File: src/sv/integer_to_radix_digits_top_macros.svh
// assertion macros shared by the integer to radix digits block
`ifndef INTEGER_TO_RADIX_DIGITS_TOP_MACROS_SVH
`define INTEGER_TO_RADIX_DIGITS_TOP_MACROS_SVH

// same-cycle implication, checked outside reset
`define IT2R_ASSERT_NOW(lbl, clk, rst, ante, cons) \
  lbl: assert property (@(posedge clk) disable iff (rst) (ante) |-> (cons)) \
    else $error("it2r: same-cycle check failed");

// next-cycle implication, checked outside reset
`define IT2R_ASSERT_NEXT(lbl, clk, rst, ante, cons) \
  lbl: assert property (@(posedge clk) disable iff (rst) (ante) |=> (cons)) \
    else $error("it2r: next-cycle check failed");

`endif

File: src/sv/it2r_pkg.sv
// package with types, constants and helpers for the integer to radix digits block
`timescale 1ns / 1ps

package it2r_pkg;

  localparam int DEF_VALUE_BITS = 32;
  localparam int DEF_MAX_DIGITS = 32;
  localparam int QUEUE_DEPTH    = 2;
  localparam int BITS_PER_STEP  = 8;   // quotient bits resolved per divider cycle

  localparam int RADIX_W = 6;
  localparam int DIGIT_W = 6;
  localparam int CHAR_W  = 7;

  localparam logic [RADIX_W-1:0] RADIX_MIN  = 6'd2;
  localparam logic [RADIX_W-1:0] RADIX_MAX  = 6'd36;
  localparam logic [DIGIT_W-1:0] DEC_DIGITS = 6'd10;
  localparam logic [CHAR_W-1:0]  CHAR_ZERO  = 7'h30;
  localparam logic [CHAR_W-1:0]  CHAR_A     = 7'h41;

  typedef struct packed {
    logic [31:0]        value;
    logic [RADIX_W-1:0] radix;
  } in_item_t;

  typedef struct packed {
    logic [CHAR_W-1:0] digit_char;
    logic              last;
    logic              bad_radix;
  } out_item_t;

  // classification travelling with each queued job
  typedef struct packed {
    logic               bad_radix;
    logic [RADIX_W-1:0] radix;
  } job_ctrl_t;

  typedef enum logic [2:0] {
    BK_IDLE,
    BK_DIV,
    BK_READ,
    BK_LOAD,
    BK_SEND
  } back_state_t;

  function automatic logic [CHAR_W-1:0] digit_to_ascii(input logic [DIGIT_W-1:0] d);
    logic [CHAR_W-1:0] c;
    if (d < DEC_DIGITS) begin
      c = CHAR_ZERO + {1'b0, d};
    end else begin
      c = CHAR_A + {1'b0, d} - {1'b0, DEC_DIGITS};
    end
    return c;
  endfunction

endpackage

File: src/sv/it2r_queue.sv
// short job queue between front and back
`timescale 1ns / 1ps

module it2r_queue #(
  parameter int WIDTH = 39,
  parameter int DEPTH = it2r_pkg::QUEUE_DEPTH
) (
  input  logic             clk,
  input  logic             rst,
  input  logic             push_valid,
  output logic             push_ready,
  input  logic [WIDTH-1:0] push_data,
  output logic             pop_valid,
  input  logic             pop_ready,
  output logic [WIDTH-1:0] pop_data
);

  localparam int PTR_W = (DEPTH > 1) ? $clog2(DEPTH) : 1;
  localparam int CNT_W = $clog2(DEPTH + 1);

  logic [WIDTH-1:0] slots [DEPTH];
  logic [PTR_W-1:0] wr_ptr, rd_ptr;
  logic [CNT_W-1:0] fill;
  logic             do_push, do_pop;

  assign push_ready = (fill != CNT_W'(DEPTH));
  assign pop_valid  = (fill != '0);
  assign pop_data   = slots[rd_ptr];
  assign do_push    = push_valid && push_ready;
  assign do_pop     = pop_valid && pop_ready;

  always_ff @(posedge clk) begin
    if (do_push) begin
      slots[wr_ptr] <= push_data;
    end
  end

  always_ff @(posedge clk) begin
    if (rst) begin
      wr_ptr <= '0;
      rd_ptr <= '0;
      fill   <= '0;
    end else begin
      if (do_push) begin
        wr_ptr <= (wr_ptr == PTR_W'(DEPTH - 1)) ? '0 : wr_ptr + 1'b1;
      end
      if (do_pop) begin
        rd_ptr <= (rd_ptr == PTR_W'(DEPTH - 1)) ? '0 : rd_ptr + 1'b1;
      end
      if (do_push && !do_pop) begin
        fill <= fill + 1'b1;
      end else if (do_pop && !do_push) begin
        fill <= fill - 1'b1;
      end
    end
  end

endmodule

File: src/sv/it2r_front.sv
// front end: takes input items, trims the value and classifies the radix
`timescale 1ns / 1ps

module it2r_front #(
  parameter int VALUE_BITS = it2r_pkg::DEF_VALUE_BITS
) (
  input  logic                                         job_valid,
  output logic                                         job_ready,
  input  it2r_pkg::in_item_t                           job,
  output logic                                         push_valid,
  input  logic                                         push_ready,
  output logic [VALUE_BITS+$bits(it2r_pkg::job_ctrl_t)-1:0] push_data
);

  import it2r_pkg::*;

  localparam int WIDE_W = (VALUE_BITS > 32) ? VALUE_BITS : 32;

  logic [WIDE_W-1:0]     value_wide;
  logic [VALUE_BITS-1:0] value_trim;
  job_ctrl_t             ctrl;

  always_comb begin
    value_wide     = WIDE_W'(job.value);
    value_trim     = value_wide[VALUE_BITS-1:0];
    ctrl.radix     = job.radix;
    ctrl.bad_radix = !(job.radix inside {[RADIX_MIN:RADIX_MAX]});
  end

  assign push_valid = job_valid;
  assign job_ready  = push_ready;
  assign push_data  = {ctrl, value_trim};

endmodule

File: src/sv/it2r_back.sv
// back end: digit-at-a-time divider, digit store and reversed character output
`timescale 1ns / 1ps

module it2r_back #(
  parameter int VALUE_BITS = it2r_pkg::DEF_VALUE_BITS,
  parameter int MAX_DIGITS = it2r_pkg::DEF_MAX_DIGITS
) (
  input  logic                                         clk,
  input  logic                                         rst,
  input  logic                                         pop_valid,
  output logic                                         pop_ready,
  input  logic [VALUE_BITS+$bits(it2r_pkg::job_ctrl_t)-1:0] pop_data,
  output logic                                         digit_valid,
  input  logic                                         digit_ready,
  output it2r_pkg::out_item_t                          digit
);

  import it2r_pkg::*;

  localparam int STEPS  = (VALUE_BITS + BITS_PER_STEP - 1) / BITS_PER_STEP;
  localparam int WORK_W = STEPS * BITS_PER_STEP;
  localparam int STEP_W = $clog2(STEPS + 1);
  localparam int CNT_W  = $clog2(MAX_DIGITS + 1);
  localparam int IDX_W  = $clog2(MAX_DIGITS);

  back_state_t state, state_next;

  job_ctrl_t             job_ctrl;
  logic [VALUE_BITS-1:0] job_value;

  logic [WORK_W-1:0]  work, work_div;
  logic [RADIX_W-1:0] radix;
  logic [DIGIT_W-1:0] rem, rem_div;
  logic [STEP_W-1:0]  step;
  logic [CNT_W-1:0]   digit_count, count_inc;
  logic [IDX_W-1:0]   rd_idx, rd_addr;
  logic [DIGIT_W-1:0] digit_store [MAX_DIGITS];
  logic [DIGIT_W-1:0] rd_q;
  out_item_t          out_q;

  logic last_step, div_done, rd_en, rd_prev;

  assign {job_ctrl, job_value} = pop_data;

  // one divider cycle: BITS_PER_STEP restoring steps on a 6-bit remainder
  always_comb begin
    logic [DIGIT_W:0] trial;
    rem_div  = rem;
    work_div = work;
    for (int i = 0; i < BITS_PER_STEP; i++) begin
      trial    = {rem_div, work_div[WORK_W-1]};
      work_div = {work_div[WORK_W-2:0], 1'b0};
      if (trial >= {1'b0, radix}) begin
        rem_div     = DIGIT_W'(trial - {1'b0, radix});
        work_div[0] = 1'b1;
      end else begin
        rem_div = trial[DIGIT_W-1:0];
      end
    end
  end

  assign count_inc = digit_count + 1'b1;
  assign last_step = (step == STEP_W'(STEPS - 1));
  assign div_done  = last_step && ((work_div == '0) || (count_inc == CNT_W'(MAX_DIGITS)));
  assign rd_addr   = rd_prev ? rd_idx - 1'b1 : rd_idx;

  always_ff @(posedge clk) begin
    if (rst) begin
      state <= BK_IDLE;
    end else begin
      state <= state_next;
    end
  end

  always_comb begin
    state_next  = state;
    pop_ready   = 1'b0;
    digit_valid = 1'b0;
    rd_en       = 1'b0;
    rd_prev     = 1'b0;
    case (state)
      BK_IDLE: begin
        pop_ready = 1'b1;
        if (pop_valid) begin
          state_next = job_ctrl.bad_radix ? BK_SEND : BK_DIV;
        end
      end
      BK_DIV: begin
        if (div_done) begin
          state_next = BK_READ;
        end
      end
      BK_READ: begin
        rd_en      = 1'b1;
        state_next = BK_LOAD;
      end
      BK_LOAD: begin
        state_next = BK_SEND;
      end
      BK_SEND: begin
        digit_valid = 1'b1;
        if (digit_ready) begin
          if (out_q.last) begin
            state_next = BK_IDLE;
          end else begin
            rd_en      = 1'b1;
            rd_prev    = 1'b1;
            state_next = BK_LOAD;
          end
        end
      end
      default: begin
        state_next = BK_IDLE;
      end
    endcase
  end

  // digit store, written while dividing, read back in reverse
  always_ff @(posedge clk) begin
    if (state == BK_DIV && last_step) begin
      digit_store[digit_count[IDX_W-1:0]] <= rem_div;
    end
    if (rd_en) begin
      rd_q <= digit_store[rd_addr];
    end
  end

  always_ff @(posedge clk) begin
    if (rst) begin
      digit_count <= '0;
    end else if (state == BK_IDLE && pop_valid) begin
      digit_count <= '0;
    end else if (state == BK_DIV && last_step) begin
      digit_count <= count_inc;
    end
  end

  always_ff @(posedge clk) begin
    case (state)
      BK_IDLE: begin
        work  <= WORK_W'(job_value);
        radix <= job_ctrl.radix;
        rem   <= '0;
        step  <= '0;
        out_q <= '{digit_char: '0, last: 1'b1, bad_radix: 1'b1};
      end
      BK_DIV: begin
        work <= work_div;
        if (last_step) begin
          rem    <= '0;
          step   <= '0;
          rd_idx <= digit_count[IDX_W-1:0];
        end else begin
          rem  <= rem_div;
          step <= step + 1'b1;
        end
      end
      BK_LOAD: begin
        out_q <= '{digit_char: digit_to_ascii(rd_q), last: (rd_idx == '0), bad_radix: 1'b0};
      end
      BK_SEND: begin
        if (rd_prev) begin
          rd_idx <= rd_idx - 1'b1;
        end
      end
      default: begin
      end
    endcase
  end

  assign digit = out_q;

endmodule

File: src/sv/integer_to_radix_digits_top.sv
// top level of the integer to radix digits block.
// each input item carries an unsigned value and a radix; the block returns the value
// written in that radix as ascii characters ('0'-'9' then 'A'-'Z'), most significant
// character first, one output item per character, with last set on the final one.
// a zero value gives the single character '0'. a radix outside 2..36 gives one output
// item with bad_radix and last set and digit_char zero. only the low VALUE_BITS bits
// of the value are used; at most MAX_DIGITS characters come out (the low digits).
// buffering: a two-entry queue sits between input and converter, so up to two items are
// taken while a conversion is running. the converter takes one job at a time: the shared
// divider resolves 8 quotient bits a cycle, each digit is one full pass over the value,
// and each character is one registered digit-store read, loaded into the output register
// and held there until the sink is ready. a bad radix skips the divider. at 32 bits,
// base 2 is the worst case.
`timescale 1ns / 1ps
`include "integer_to_radix_digits_top_macros.svh"

module integer_to_radix_digits_top #(
  parameter int VALUE_BITS = it2r_pkg::DEF_VALUE_BITS,
  parameter int MAX_DIGITS = it2r_pkg::DEF_MAX_DIGITS
) (
  input  logic                clk,
  input  logic                rst,
  input  logic                job_valid,
  output logic                job_ready,
  input  it2r_pkg::in_item_t  job,
  output logic                digit_valid,
  input  logic                digit_ready,
  output it2r_pkg::out_item_t digit
);

  import it2r_pkg::*;

  // queued job: classification plus trimmed value
  localparam int Q_W = VALUE_BITS + $bits(job_ctrl_t);

  logic           push_valid, push_ready;
  logic [Q_W-1:0] push_data;
  logic           pop_valid, pop_ready;
  logic [Q_W-1:0] pop_data;

  // output item shape, used by the checks below
  logic bad_shape, char_ok, last_taken;

  // front: trims the value and flags a bad radix
  it2r_front #(
    .VALUE_BITS (VALUE_BITS)
  ) u_front (
    .job_valid  (job_valid),
    .job_ready  (job_ready),
    .job        (job),
    .push_valid (push_valid),
    .push_ready (push_ready),
    .push_data  (push_data)
  );

  // job queue decoupling front from converter
  it2r_queue #(
    .WIDTH (Q_W),
    .DEPTH (QUEUE_DEPTH)
  ) u_queue (
    .clk        (clk),
    .rst        (rst),
    .push_valid (push_valid),
    .push_ready (push_ready),
    .push_data  (push_data),
    .pop_valid  (pop_valid),
    .pop_ready  (pop_ready),
    .pop_data   (pop_data)
  );

  // back: divider, digit store and character output register
  it2r_back #(
    .VALUE_BITS (VALUE_BITS),
    .MAX_DIGITS (MAX_DIGITS)
  ) u_back (
    .clk         (clk),
    .rst         (rst),
    .pop_valid   (pop_valid),
    .pop_ready   (pop_ready),
    .pop_data    (pop_data),
    .digit_valid (digit_valid),
    .digit_ready (digit_ready),
    .digit       (digit)
  );

  // error item: final, no character
  assign bad_shape  = digit.last && (digit.digit_char == '0);
  // decimal digit or upper-case letter
  assign char_ok    = ((digit.digit_char >= CHAR_ZERO) && (digit.digit_char <= 7'h39)) ||
                      ((digit.digit_char >= CHAR_A) && (digit.digit_char <= 7'h5A));
  assign last_taken = digit_valid && digit_ready && digit.last;

  // an error item is a lone, final item with no character
  `IT2R_ASSERT_NOW(a_bad_is_single, clk, rst, digit_valid && digit.bad_radix, bad_shape)

  // every normal item is a legal digit character
  `IT2R_ASSERT_NOW(a_char_legal, clk, rst, digit_valid && !digit.bad_radix, char_ok)

  // the converter only takes a job the queue holds
  `IT2R_ASSERT_NOW(a_pop_has_job, clk, rst, pop_ready && !pop_valid, !(pop_valid && pop_ready))

  // in the cycle after a delivered last item, the output is idle
  `IT2R_ASSERT_NEXT(a_gap_after_last, clk, rst, last_taken, !digit_valid)

endmodule
File: config.mk
export PLATFORM = sky130hd
export DESIGN_NAME = integer_to_radix_digits_top
export DESIGN_NICKNAME = d
export VERILOG_FILES = /design/src/sv/it2r_pkg.sv /design/src/sv/it2r_queue.sv /design/src/sv/it2r_front.sv /design/src/sv/it2r_back.sv /design/src/sv/integer_to_radix_digits_top.sv
export VERILOG_INCLUDE_DIRS = /design/src /design/src/sv
export SDC_FILE = /design/constraint.sdc
export NUM_CORES = 1
export LEC_CHECK = 0
export BUFFER_PORTS_ARGS = -buffer_cell sky130_fd_sc_hd__buf_2
export CAP_MARGIN = 5
export CORE_ASPECT_RATIO = 1.75
export CORE_UTILIZATION = 40
export CTS_BUF_LIST = sky130_fd_sc_hd__clkbuf_16
export DETAILED_ROUTE_END_ITERATION = 16
export GPL_ROUTABILITY_DRIVEN = 0
export MAX_ROUTING_LAYER = met4
export PLACE_DENSITY = 0.64
export SETUP_SLACK_MARGIN = 0.02
export SLEW_MARGIN = 25
export SYNTH_ARGS = -nofsm -noshare
export SYNTH_HDL_FRONTEND = slang
export SYNTH_SLANG_ARGS = --single-unit
File: constraint.sdc
create_clock -name clk -period 19.55 [get_ports clk]
set_input_delay 0 -clock clk [delete_from_list [all_inputs] [get_ports clk]]
set_output_delay 0 -clock clk [all_outputs]
set_load 0.1 [all_outputs]
# Word-level counts from Yosys, hierarchy flattened
# Memory sizes are Yosys's and may differ from the RTL's. A register that Yosys moved wholly into a read port is not among the register bits.
# Cells that the tools add are included.
# word_totals
output_inout_bits	11
reg_bits	74
input_bits	42
ramBits	270
n_memories	2
elab_cells	126
# mem_list
memory	depth	width	rd	rd_clocked_by_memory_dff	wr	line	text
u_back.digit_store	32	6	1	1	1	it2r_back.sv:37	logic [DIGIT_W-1:0] digit_store [MAX_DIGITS];
u_queue.slots	2	39	1	1	1	it2r_queue.sv:21	logic [WIDTH-1:0] slots [DEPTH];
# classes
n_reduce_logical	23
n_mux	48
addsub	18
n_eq_ne	11
order_cmp	11
# op_table
operator	n
case mux 32 bit (2 select lines)	1
greater-or-equal comparator 7 x 6 -> 1 bit	8
two-way mux 6 bit	9
subtractor 6 bit	8
zero test 32 bit	1
two-way mux 1 bit	21
case mux 9 bit (2 select lines)	1
two-way mux 3 bit	5
case mux 3 bit (5 select lines)	1
case mux 6 bit (2 select lines)	1
two-way mux 5 bit	2
case mux 5 bit (2 select lines)	1
nonzero test 2 bit	5
== test 3 x 2 -> 1 bit, second input constant	3
logical AND 1 bit	8
adder 6 x 6 -> 7 bit, first input constant	1
adder 7 x 6 -> 7 bit, first input constant	1
two-way mux 7 bit	1
subtractor 7 x 4 -> 7 bit, second input constant	1
adder 6 x 1 -> 6 bit, second input constant	1
== test 6 bit, second input constant	1
greater-or-equal comparator 6 x 2 -> 1 bit, second input constant	1
less-or-equal comparator 6 bit, second input constant	1
< comparator 6 x 4 -> 1 bit, second input constant	1
19 further kinds	27

# Longest topological paths before layout
# Gate-level depths: netlist of run 1.
# logic_depth
ltp_word	21
depth_mapped	81
depth_no_buf	77

# Modules after synthesis
# From an unflattened synthesis of run 1, not the netlist that was laid out.
# hier_totals
cells_unflattened	1182
hier_area_um2	17026.3
# modules_own_cells
module	cells_each	seq_area_each_um2	n_inst	area_each_um2
it2r_back	992	7957.6	1	13659.4
it2r_queue	145	2442.3	1	3032.9
it2r_front	45	0.0	1	334.1

# Least setup slack after synthesis of run 1
# OpenSTA, ideal clock, no wires.
# synth_path
kind	register to register
startpoint	register u_back.radix[1]
endpoint	memory u_back.digit_store[0][2] (data pin)
setup_ps	398
t_arrival_ps	16848
n_path_buf	4
path_stages_with_launch	77
setup_slack_ps	2305
required_time_ps	19152
synth_period_minus_slack_ps	17245
path_cell_list	edfxtp_1 -> inv_1 -> ha_1 -> nand2b_1 -> a211oi_2 -> or3_1 -> buf_6 -> mux2_4 -> ha_1 -> and3_1 -> a311oi_1 -> a31oi_1 -> a211oi_4 -> buf_6 -> nor2_1 -> a21o_1 -> ha_1 -> nor2b_1 -> (+41 left out) -> a21o_1 -> a21o_1 -> a21oi_1 -> nand2_1 -> or3_1 -> buf_4 -> nand2_2 -> mux2_2 -> inv_1 -> ha_1 -> a21o_1 -> a21o_1 -> a21o_1 -> a211oi_1 -> o31ai_1 -> a31oi_4 -> a21oi_1 -> a31oi_1
# synth_via
elab_chain_cells	16
word_cells_on_any_way	24
cone_classes	8 x add/sub; 8 x order compare; 8 x mux
# synth_lines
item	line	text
start: declaration	it2r_back.sv:32	logic [RADIX_W-1:0] radix;
start signal: assignment	it2r_back.sv:142	radix <= job_ctrl.radix;
subtractor 6 bit or greater-or-equal comparator 7 x 6 -> 1 bit (tied branches)	it2r_back.sv:54, it2r_back.sv:53	
two-way mux 6 bit	it2r_back.sv:53	if (trial >= {1'b0, radix}) begin
subtractor 6 bit or greater-or-equal comparator 7 x 6 -> 1 bit (tied branches)	it2r_back.sv:54, it2r_back.sv:53	
two-way mux 6 bit	it2r_back.sv:53	
subtractor 6 bit or greater-or-equal comparator 7 x 6 -> 1 bit (tied branches)	it2r_back.sv:54, it2r_back.sv:53	
two-way mux 6 bit	it2r_back.sv:53	
subtractor 6 bit or greater-or-equal comparator 7 x 6 -> 1 bit (tied branches)	it2r_back.sv:54, it2r_back.sv:53	
two-way mux 6 bit	it2r_back.sv:53	
subtractor 6 bit or greater-or-equal comparator 7 x 6 -> 1 bit (tied branches)	it2r_back.sv:54, it2r_back.sv:53	
two-way mux 6 bit	it2r_back.sv:53	
greater-or-equal comparator 7 x 6 -> 1 bit or subtractor 6 bit (tied branches)	it2r_back.sv:53, it2r_back.sv:54	
two-way mux 6 bit	it2r_back.sv:53	
subtractor 6 bit or greater-or-equal comparator 7 x 6 -> 1 bit (tied branches)	it2r_back.sv:54, it2r_back.sv:53	
two-way mux 6 bit	it2r_back.sv:53	
subtractor 6 bit or greater-or-equal comparator 7 x 6 -> 1 bit (tied branches)	it2r_back.sv:54, it2r_back.sv:53	
two-way mux 6 bit *	it2r_back.sv:53	
named net u_back.rem_div[2]	it2r_back.sv:33	logic [DIGIT_W-1:0] rem, rem_div;
end: declaration	it2r_back.sv:37	
# The timed path passes the listed nets; every way through them passes the cells marked *.

# Worst setup path in the final report of run 1
# layout_path
startpoint	register u_back.radix[2]
endpoint	memory u_back.digit_store[3][3] (data pin)
# layout_via
elab_chain_cells	16
word_cells_on_any_way	24
cone_classes	8 x add/sub; 8 x order compare; 8 x mux
# layout_lines
item	line
subtractor 6 bit or greater-or-equal comparator 7 x 6 -> 1 bit (tied branches)	it2r_back.sv:54, it2r_back.sv:53
two-way mux 6 bit	it2r_back.sv:53
subtractor 6 bit or greater-or-equal comparator 7 x 6 -> 1 bit (tied branches)	it2r_back.sv:54, it2r_back.sv:53
two-way mux 6 bit	it2r_back.sv:53
subtractor 6 bit or greater-or-equal comparator 7 x 6 -> 1 bit (tied branches)	it2r_back.sv:54, it2r_back.sv:53
two-way mux 6 bit	it2r_back.sv:53
subtractor 6 bit or greater-or-equal comparator 7 x 6 -> 1 bit (tied branches)	it2r_back.sv:54, it2r_back.sv:53
two-way mux 6 bit	it2r_back.sv:53
greater-or-equal comparator 7 x 6 -> 1 bit or subtractor 6 bit (tied branches)	it2r_back.sv:53, it2r_back.sv:54
two-way mux 6 bit	it2r_back.sv:53
subtractor 6 bit or greater-or-equal comparator 7 x 6 -> 1 bit (tied branches)	it2r_back.sv:54, it2r_back.sv:53
two-way mux 6 bit	it2r_back.sv:53
subtractor 6 bit or greater-or-equal comparator 7 x 6 -> 1 bit (tied branches)	it2r_back.sv:54, it2r_back.sv:53
two-way mux 6 bit	it2r_back.sv:53
subtractor 6 bit or greater-or-equal comparator 7 x 6 -> 1 bit (tied branches)	it2r_back.sv:54, it2r_back.sv:53
two-way mux 6 bit *	it2r_back.sv:53
named net u_back.rem_div[3]	it2r_back.sv:33
# Marks and branches as above.

==> results of run 1 <==
-- flip-flops by register name, indices dropped and copies added (netlist names), 3 cells and up, named ones only --
name	count
u_back.work	32
u_back.digit_count	6
u_back.rd_idx	5
u_back.step	3
u_back.digit_store	192
u_queue.slots	78
u_back.radix	6
u_back.digit	9
u_back.rem	6
u_back.state	3
u_back.rd_q	6
-- layout by cell type (no fill, tap or decap), types with 13 or more instances in the layout --
master	netlist	final
edfxtp_1	337	337
nand2_1	91	91
nor2_1	79	77
inv_1	54	60
mux4_2	60	60
ha_1	60	60
o21ai_0	57	56
buf_2	1	52
dlygate4sd3_1	0	41
mux2i_1	37	37
clkbuf_16	0	34
a21oi_1	33	32
xnor2_1	28	26
buf_4	1	21
a21o_1	19	19
mux2_2	18	18
xor2_1	18	17
nor3_1	14	14
nand2b_1	13	13
dfxtp_1	14	13
-- layer usage --
metal / GRT usage (%) / wire length (µm)
met1: 18.8 / 13400
met2: 36.6 / 21900
met3: 2.35 / 1230
met4: 9.11 / 1760
met5: - / 0
-- repair_timing --
action / in CTS / in global routing
hold endpoints to repair: 86 / 0
setup endpoints to repair: 0 / 197
buffers inserted: 0 / 4
hold buffers: 41 / 0
gates resized for setup: 0 / 1
-- synth_stat cells (all sizes together) (8+ instances only) --
| cell | count |
|---|---|
| dfxtp | 14 |
| nor2 | 79 |
| ha | 60 |
| inv | 54 |
| nand3 | 12 |
| a21oi | 33 |
| nand3b | 8 |
| nand4 | 8 |
| nand2 | 92 |
| xor2 | 18 |
| a21o | 19 |
| buf | 10 |
| mux2 | 24 |
| mux4 | 60 |
| fa | 8 |
| a31oi | 9 |
| o21ai | 61 |
| xnor2 | 28 |
| clkbuf | 28 |
| nand2b | 13 |
| edfxtp | 337 |
| nor2b | 11 |
| mux2i | 38 |
| nor4 | 10 |
| nor3 | 14 |
-- final cells by class --
class | count | area [µm²]
Fill cell | 3544 | 21900
Sequential cell | 351 | 10400
Multi-Input combinational cell | 702 | 6020
Timing Repair Buffer | 116 | 860
Clock buffer | 34 | 851
Tap cell | 550 | 688
Inverter | 54 | 203
Clock inverter | 26 | 184
Antenna cell | 2 | 5.00
-- final timing paths --
| check | start | endpoint | cells past startpoint |
|---|---|---|---|
| setup / recovery | u_back.radix[2] | u_back.digit_store[3][3] | 79 |
| setup reg to reg | u_back.radix[2] | u_back.digit_store[3][3] | 79 |
| hold reg to reg | u_queue.rd_ptr | flop | 2 |
| hold / removal | job[30] | u_queue.slots[0][24] | 2 |
-- logic make-up after synthesis --
group                      count (synthesis)  synth area share (%)
buffers and inverters                     92                  2.23
adders and majority gates                 68                  5.45
muxes                                    122                  12.1
DFF                                      351                  62.2
and+or+nand+nor                          285                  8.34
xor gates and xnor gates                  46                  2.41
AOI/OAI and AO/OA                        181                  7.27
-- metrics by stage --
step	cells	cell area (µm²)	hold WS, ns	utilization (%)
5_1_grt	1835	19200	0.203	46.8
4_1_cts	1829	19200	0.165	46.6
3_3_place_gp	1728	17700	0.189	43.1
6_report	1835	19200	0.192	46.8
2_1_floorplan	1145	16700	0.0691	-
3_5_place_dp	1728	17700	0.192	43.1
-- worst reg2reg max path: cells and delay by family, from the launching register on --
kind / cells / cell delay (ns)
compound gates: 40 / 9.55
fa+ha+maj: 8 / 2.27
buf+inv: 10 / 1.55
flops: 1 / 0.37
mux: 2 / 0.72
simple gates: 19 / 3.37
==> flow_metrics.py, run 1 <==
metrics = {
    "run_status": {
        "status": "finished, final reports clean",
    },
    "sta": {
        "fmax_mhz": 55.1,
        "rsz0062_at_grt": "no",
        "min_period_over_period_pct": 92.9,
        "setup_viol": 0,
        "hold_violations": 0,
        "fin_setup_tns_ns": 0,
        "layout_min_cycle_time_ns": 18.16,
        "clock-skew-final_ns": 0.0287,
        "report.final.slew_viol_count": 0,
        "relSlewSlack_pct": 34.9,
        "max_slew.worst_pin.slew_ns": 0.973,
        "finalWorstSetupSlack_ns": 1.39,
    },
    "clocking": {
        "clockBufferDepth": 3,
        "clk_pin_slew_worst_paths_ns": 0.07,
        "cts_sinks": 351,
        "cts_buffers": 34,
        "clock_latency_ns": 0.55,
        "cts_tree": "built",
        "h-tree-depth": 2,
        "cts_root_buf": "clkbuf_16",
    },
    "setup_path": {
        "critPathLaunchType": "flop",
        "path_class": "flop to flop",
        "crit_buf_inv": 10,
        "r2r_slack_ns": 1.39,
        "cp_max_fo": 32,
        "crit_required_ns": 19.73,
        "critPathTopFamily": "compound AO/OA/AOI/OAI gates",
        "crit_slowest_cell": "or3_1",
        "cp-end-kind": "flop",
        "arrival_ns": 18.34,
        "cpPeakStageDelay_ns": 0.54,
    },
    "die": {
        "rows": 98,
        "core_area_um2": 41100,
        "io_pins": 53,
        "start_util_pct": 40.7,
        "die_h_um": 272,
        "die_area_um2": 42700,
        "die_w_um": 157,
    },
    "detailed_routing": {
        "postRouteAntennaNets": 0,
        "drt_iter0_drc": 630,
        "via_per_inst": 5.36,
        "drc": 0,
        "dr.pass1.iters": 5,
        "wire_per_inst_um": 20.9,
        "vias": 9839,
        "drt_wl_total_um": 38300,
    },
    "yosys": {
        "synth_area_leaders": "edfxtp_1, mux4_2, ha_1",
        "netlist_area_um2": 16700,
        "synth_edf_count": 337,
        "synth.top_cell.area_share_pct": 60.5,
        "syn_avg_cell_area_um2": 14.6,
        "yosysTopAreaCell": "edfxtp_1",
        "ys_seq_area_share_pct": 62.2,
        "synthesis.nets": 1255,
        "async_flop_share_pct": 0,
        "synth_ff_type": "edfxtp_1",
        "netlist_instances": 1145,
        "synth_warnings": 0,
        "ys_seq_elements": 351,
        "yosysUniqueCellTypes": 75,
    },
    "grt": {
        "grt.overflow.total": 0,
        "grt_antenna_before_repair": 2,
        "grt_max_degree": 69,
        "grt_pass1_wl_um": 59000,
        "grt.total_usage_pct": 19.2,
        "grt_pass1_vias": 10500,
    },
    "finish": {
        "drive_above_1_share_pct": 19.1,
        "nets": 1369,
        "area_growth_pct": 14.9,
    },
    "min_path": {
        "hold_class": "input pin to flop",
    },
    "place": {
        "portBuffers": 52,
        "pre_cts_slack_ns": 0.842,
        "place_hpwl_um": 27300,
    },
    "run": {
        "drv_cap": 0,
    },
}
Power of run 1 is left out: the tool's default activity adds up to more than one toggle a clock period on the data nets, which glitch-free logic cannot reach.
==> run 2, diff against run 1 <==
--- a/config.mk
+++ b/config.mk
@@ -8,13 +8,15 @@
 export LEC_CHECK = 0
 export BUFFER_PORTS_ARGS = -buffer_cell sky130_fd_sc_hd__buf_2
 export CAP_MARGIN = 5
+export CELL_PAD_IN_SITES_DETAIL_PLACEMENT = 0
+export CELL_PAD_IN_SITES_GLOBAL_PLACEMENT = 2
 export CORE_ASPECT_RATIO = 1.75
 export CORE_UTILIZATION = 40
 export CTS_BUF_LIST = sky130_fd_sc_hd__clkbuf_16
 export DETAILED_ROUTE_END_ITERATION = 16
 export GPL_ROUTABILITY_DRIVEN = 0
 export MAX_ROUTING_LAYER = met4
-export PLACE_DENSITY = 0.64
+export PLACE_DENSITY = 0.8
 export SETUP_SLACK_MARGIN = 0.02
 export SLEW_MARGIN = 25
 export SYNTH_ARGS = -nofsm -noshare
==> run 2 against run 1 <==
  * Hold slack barely moved
  * Critical path depth fell by 4
  * Clock-buffer cell count rose by 2
  * Sequential cell count did not move
  * First-iteration DRC count fell by 11%
  * Setup slack improved by 0.013 ns
  * Critical path type unchanged
  * Maximum frequency barely moved
  * Global-route usage rose by 0.36 points
  * Core utilization barely moved
  * Non-clock buffer count fell by 4
  * Routed wire length rose by 2.5%
==> flow_metrics.py, run 2 (synthesis results as in run 1) <==
metrics = {
    "detailed_routing": {
        "drt_iter0_drc": 558,
        "drt_wl_total_um": 39300,
        "dr.pass1.iters": 5,
        "via_per_inst": 5.30,
        "postRouteAntennaNets": 0,
        "vias": 9719,
        "drc": 0,
        "wire_per_inst_um": 21.4,
    },
    "finish": {
        "final_common_cell": "edfxtp_1",
        "nets": 1366,
        "final_cell_mix": "edfxtp_1, nand2_1, nor2_1",
        "drive_above_1_share_pct": 18.9,
        "largest_register_ffs": 192,
        "area_growth_pct": 15.0,
        "final_util_pct": 46.8,
    },
    "setup_path": {
        "worstRegToRegCells": 75,
        "cpPeakStageDelay_ns": 0.57,
        "cp-end-kind": "flop",
        "arrival_ns": 18.40,
        "crit_slowest_cell": "or3_1",
        "r2r_slack_ns": 1.40,
        "path_class": "flop to flop",
        "crit_required_ns": 19.80,
        "cpMostUsedCell": "a21o_1",
        "cp_max_fo": 32,
        "startpoint": "u_back.radix[4]",
        "critPathLaunchType": "flop",
        "r2r_end": "u_back.digit_store[2][3]",
        "reg2reg_from": "u_back.radix[4]",
    },
    "grt": {
        "grt_pass1_wl_um": 59100,
        "grt.total_usage_pct": 19.5,
        "grt_antenna_before_repair": 1,
        "grt.overflow.total": 0,
        "grt_max_degree": 69,
        "grt_pass1_vias": 10300,
    },
    "sta": {
        "hold_violations": 0,
        "max_slew.worst_pin.slew_ns": 0.924,
        "setup_viol": 0,
        "clock-skew-final_ns": 0.0191,
        "min_period_over_period_pct": 92.8,
        "layout_min_cycle_time_ns": 18.15,
        "fmax_mhz": 55.1,
        "finalWorstSetupSlack_ns": 1.40,
        "report.final.slew_viol_count": 0,
        "relSlewSlack_pct": 38.4,
        "fin_setup_tns_ns": 0,
        "rsz0062_at_grt": "no",
    },
    "run_status": {
        "status": "finished, final reports clean",
    },
    "clocking": {
        "clockBufferDepth": 3,
        "cts_tree": "built",
        "cts_sinks": 351,
        "cts_buffers": 35,
        "clock_latency_ns": 0.54,
        "clk_pin_slew_worst_paths_ns": 0.06,
        "h-tree-depth": 2,
        "cts_root_buf": "clkbuf_16",
    },
    "die": {
        "core_area_um2": 41100,
        "rows": 98,
        "die_area_um2": 42700,
        "start_util_pct": 40.7,
        "io_pins": 53,
        "die_h_um": 272,
        "die_w_um": 157,
    },
    "run": {
        "drv_cap": 0,
    },
    "place": {
        "portBuffers": 52,
        "pre_cts_slack_ns": 0.572,
        "place_hpwl_um": 28300,
    },
    "min_path": {
        "hold_class": "input pin to flop",
        "hold_start": "job[28]",
        "worstHoldPathCells": 2,
        "holdPathEnd": "u_queue.slots[1][22]",
    },
}
run 2: worst max path at each step:
stage | end | slack, ns | cells after the start
final | u_back.digit_store[2][3] | 1.40 | 75
after global placement | u_back.digit_store[19][3] | 1.19 | 76
after floorplan | u_back.digit_store[0][2] | 2.30 | 76
after global routing | u_back.digit_store[9][2] | 0.05 | 77
after detailed placement | u_back.digit_store[16][3] | 0.57 | 76
after CTS | u_back.digit_store[14][3] | 0.51 | 76
run 2: worst max-delay path, delay by kind of cell, from the launching register on:
family / cells / cell delay (ns)
flops: 1 / 0.36
compound gates: 38 / 8.98
fa+ha+maj: 8 / 2.42
buf+inv: 9 / 1.43
mux: 4 / 1.46
simple gates: 16 / 3.17
run 2: timing repair:
| item | 4_1_cts | 5_1_grt |
|---|---|---|
| endpoints found under the hold margin | 86 | 0 |
| gates resized for setup | 0 | 3 |
| endpoints found under the setup margin | 0 | 201 |
| buffers inserted | 0 | 2 |
| hold buffers | 41 | 0 |
run 2: cell type report:
| type | instances | area (µm²) |
|---|---|---|
| Clock inverter | 28 | 196 |
| Timing Repair Buffer | 112 | 817 |
| Fill cell | 3618 | 21800 |
| Inverter | 54 | 203 |
| Antenna cell | 1 | 2.50 |
| Clock buffer | 36 | 901 |
| Tap cell | 550 | 688 |
| Sequential cell | 351 | 10400 |
| Multi-Input combinational cell | 702 | 6020 |
run 2: metal layers:
layer / vias up / share of wire, % / GRT usage, %
li1: 4620 / - / -
met1: 4815 / 35 / 19.0
met2: 182 / 57 / 37.4
met3: 102 / 3.0 / 2.35
met4: 0 / 4.9 / 9.55
met5: - / 0 / -
run 2: per-stage QoR:
stage          hold WS [ns]  area (µm²)  std cells
6_report              0.192       19200       1834
5_1_grt               0.184       19200       1834
4_1_cts               0.176       19200       1831
3_5_place_dp          0.196       17700       1726
3_3_place_gp          0.190       17700       1726
2_1_floorplan        0.0691       16700       1145
Power of run 2 is left out for the same reason.
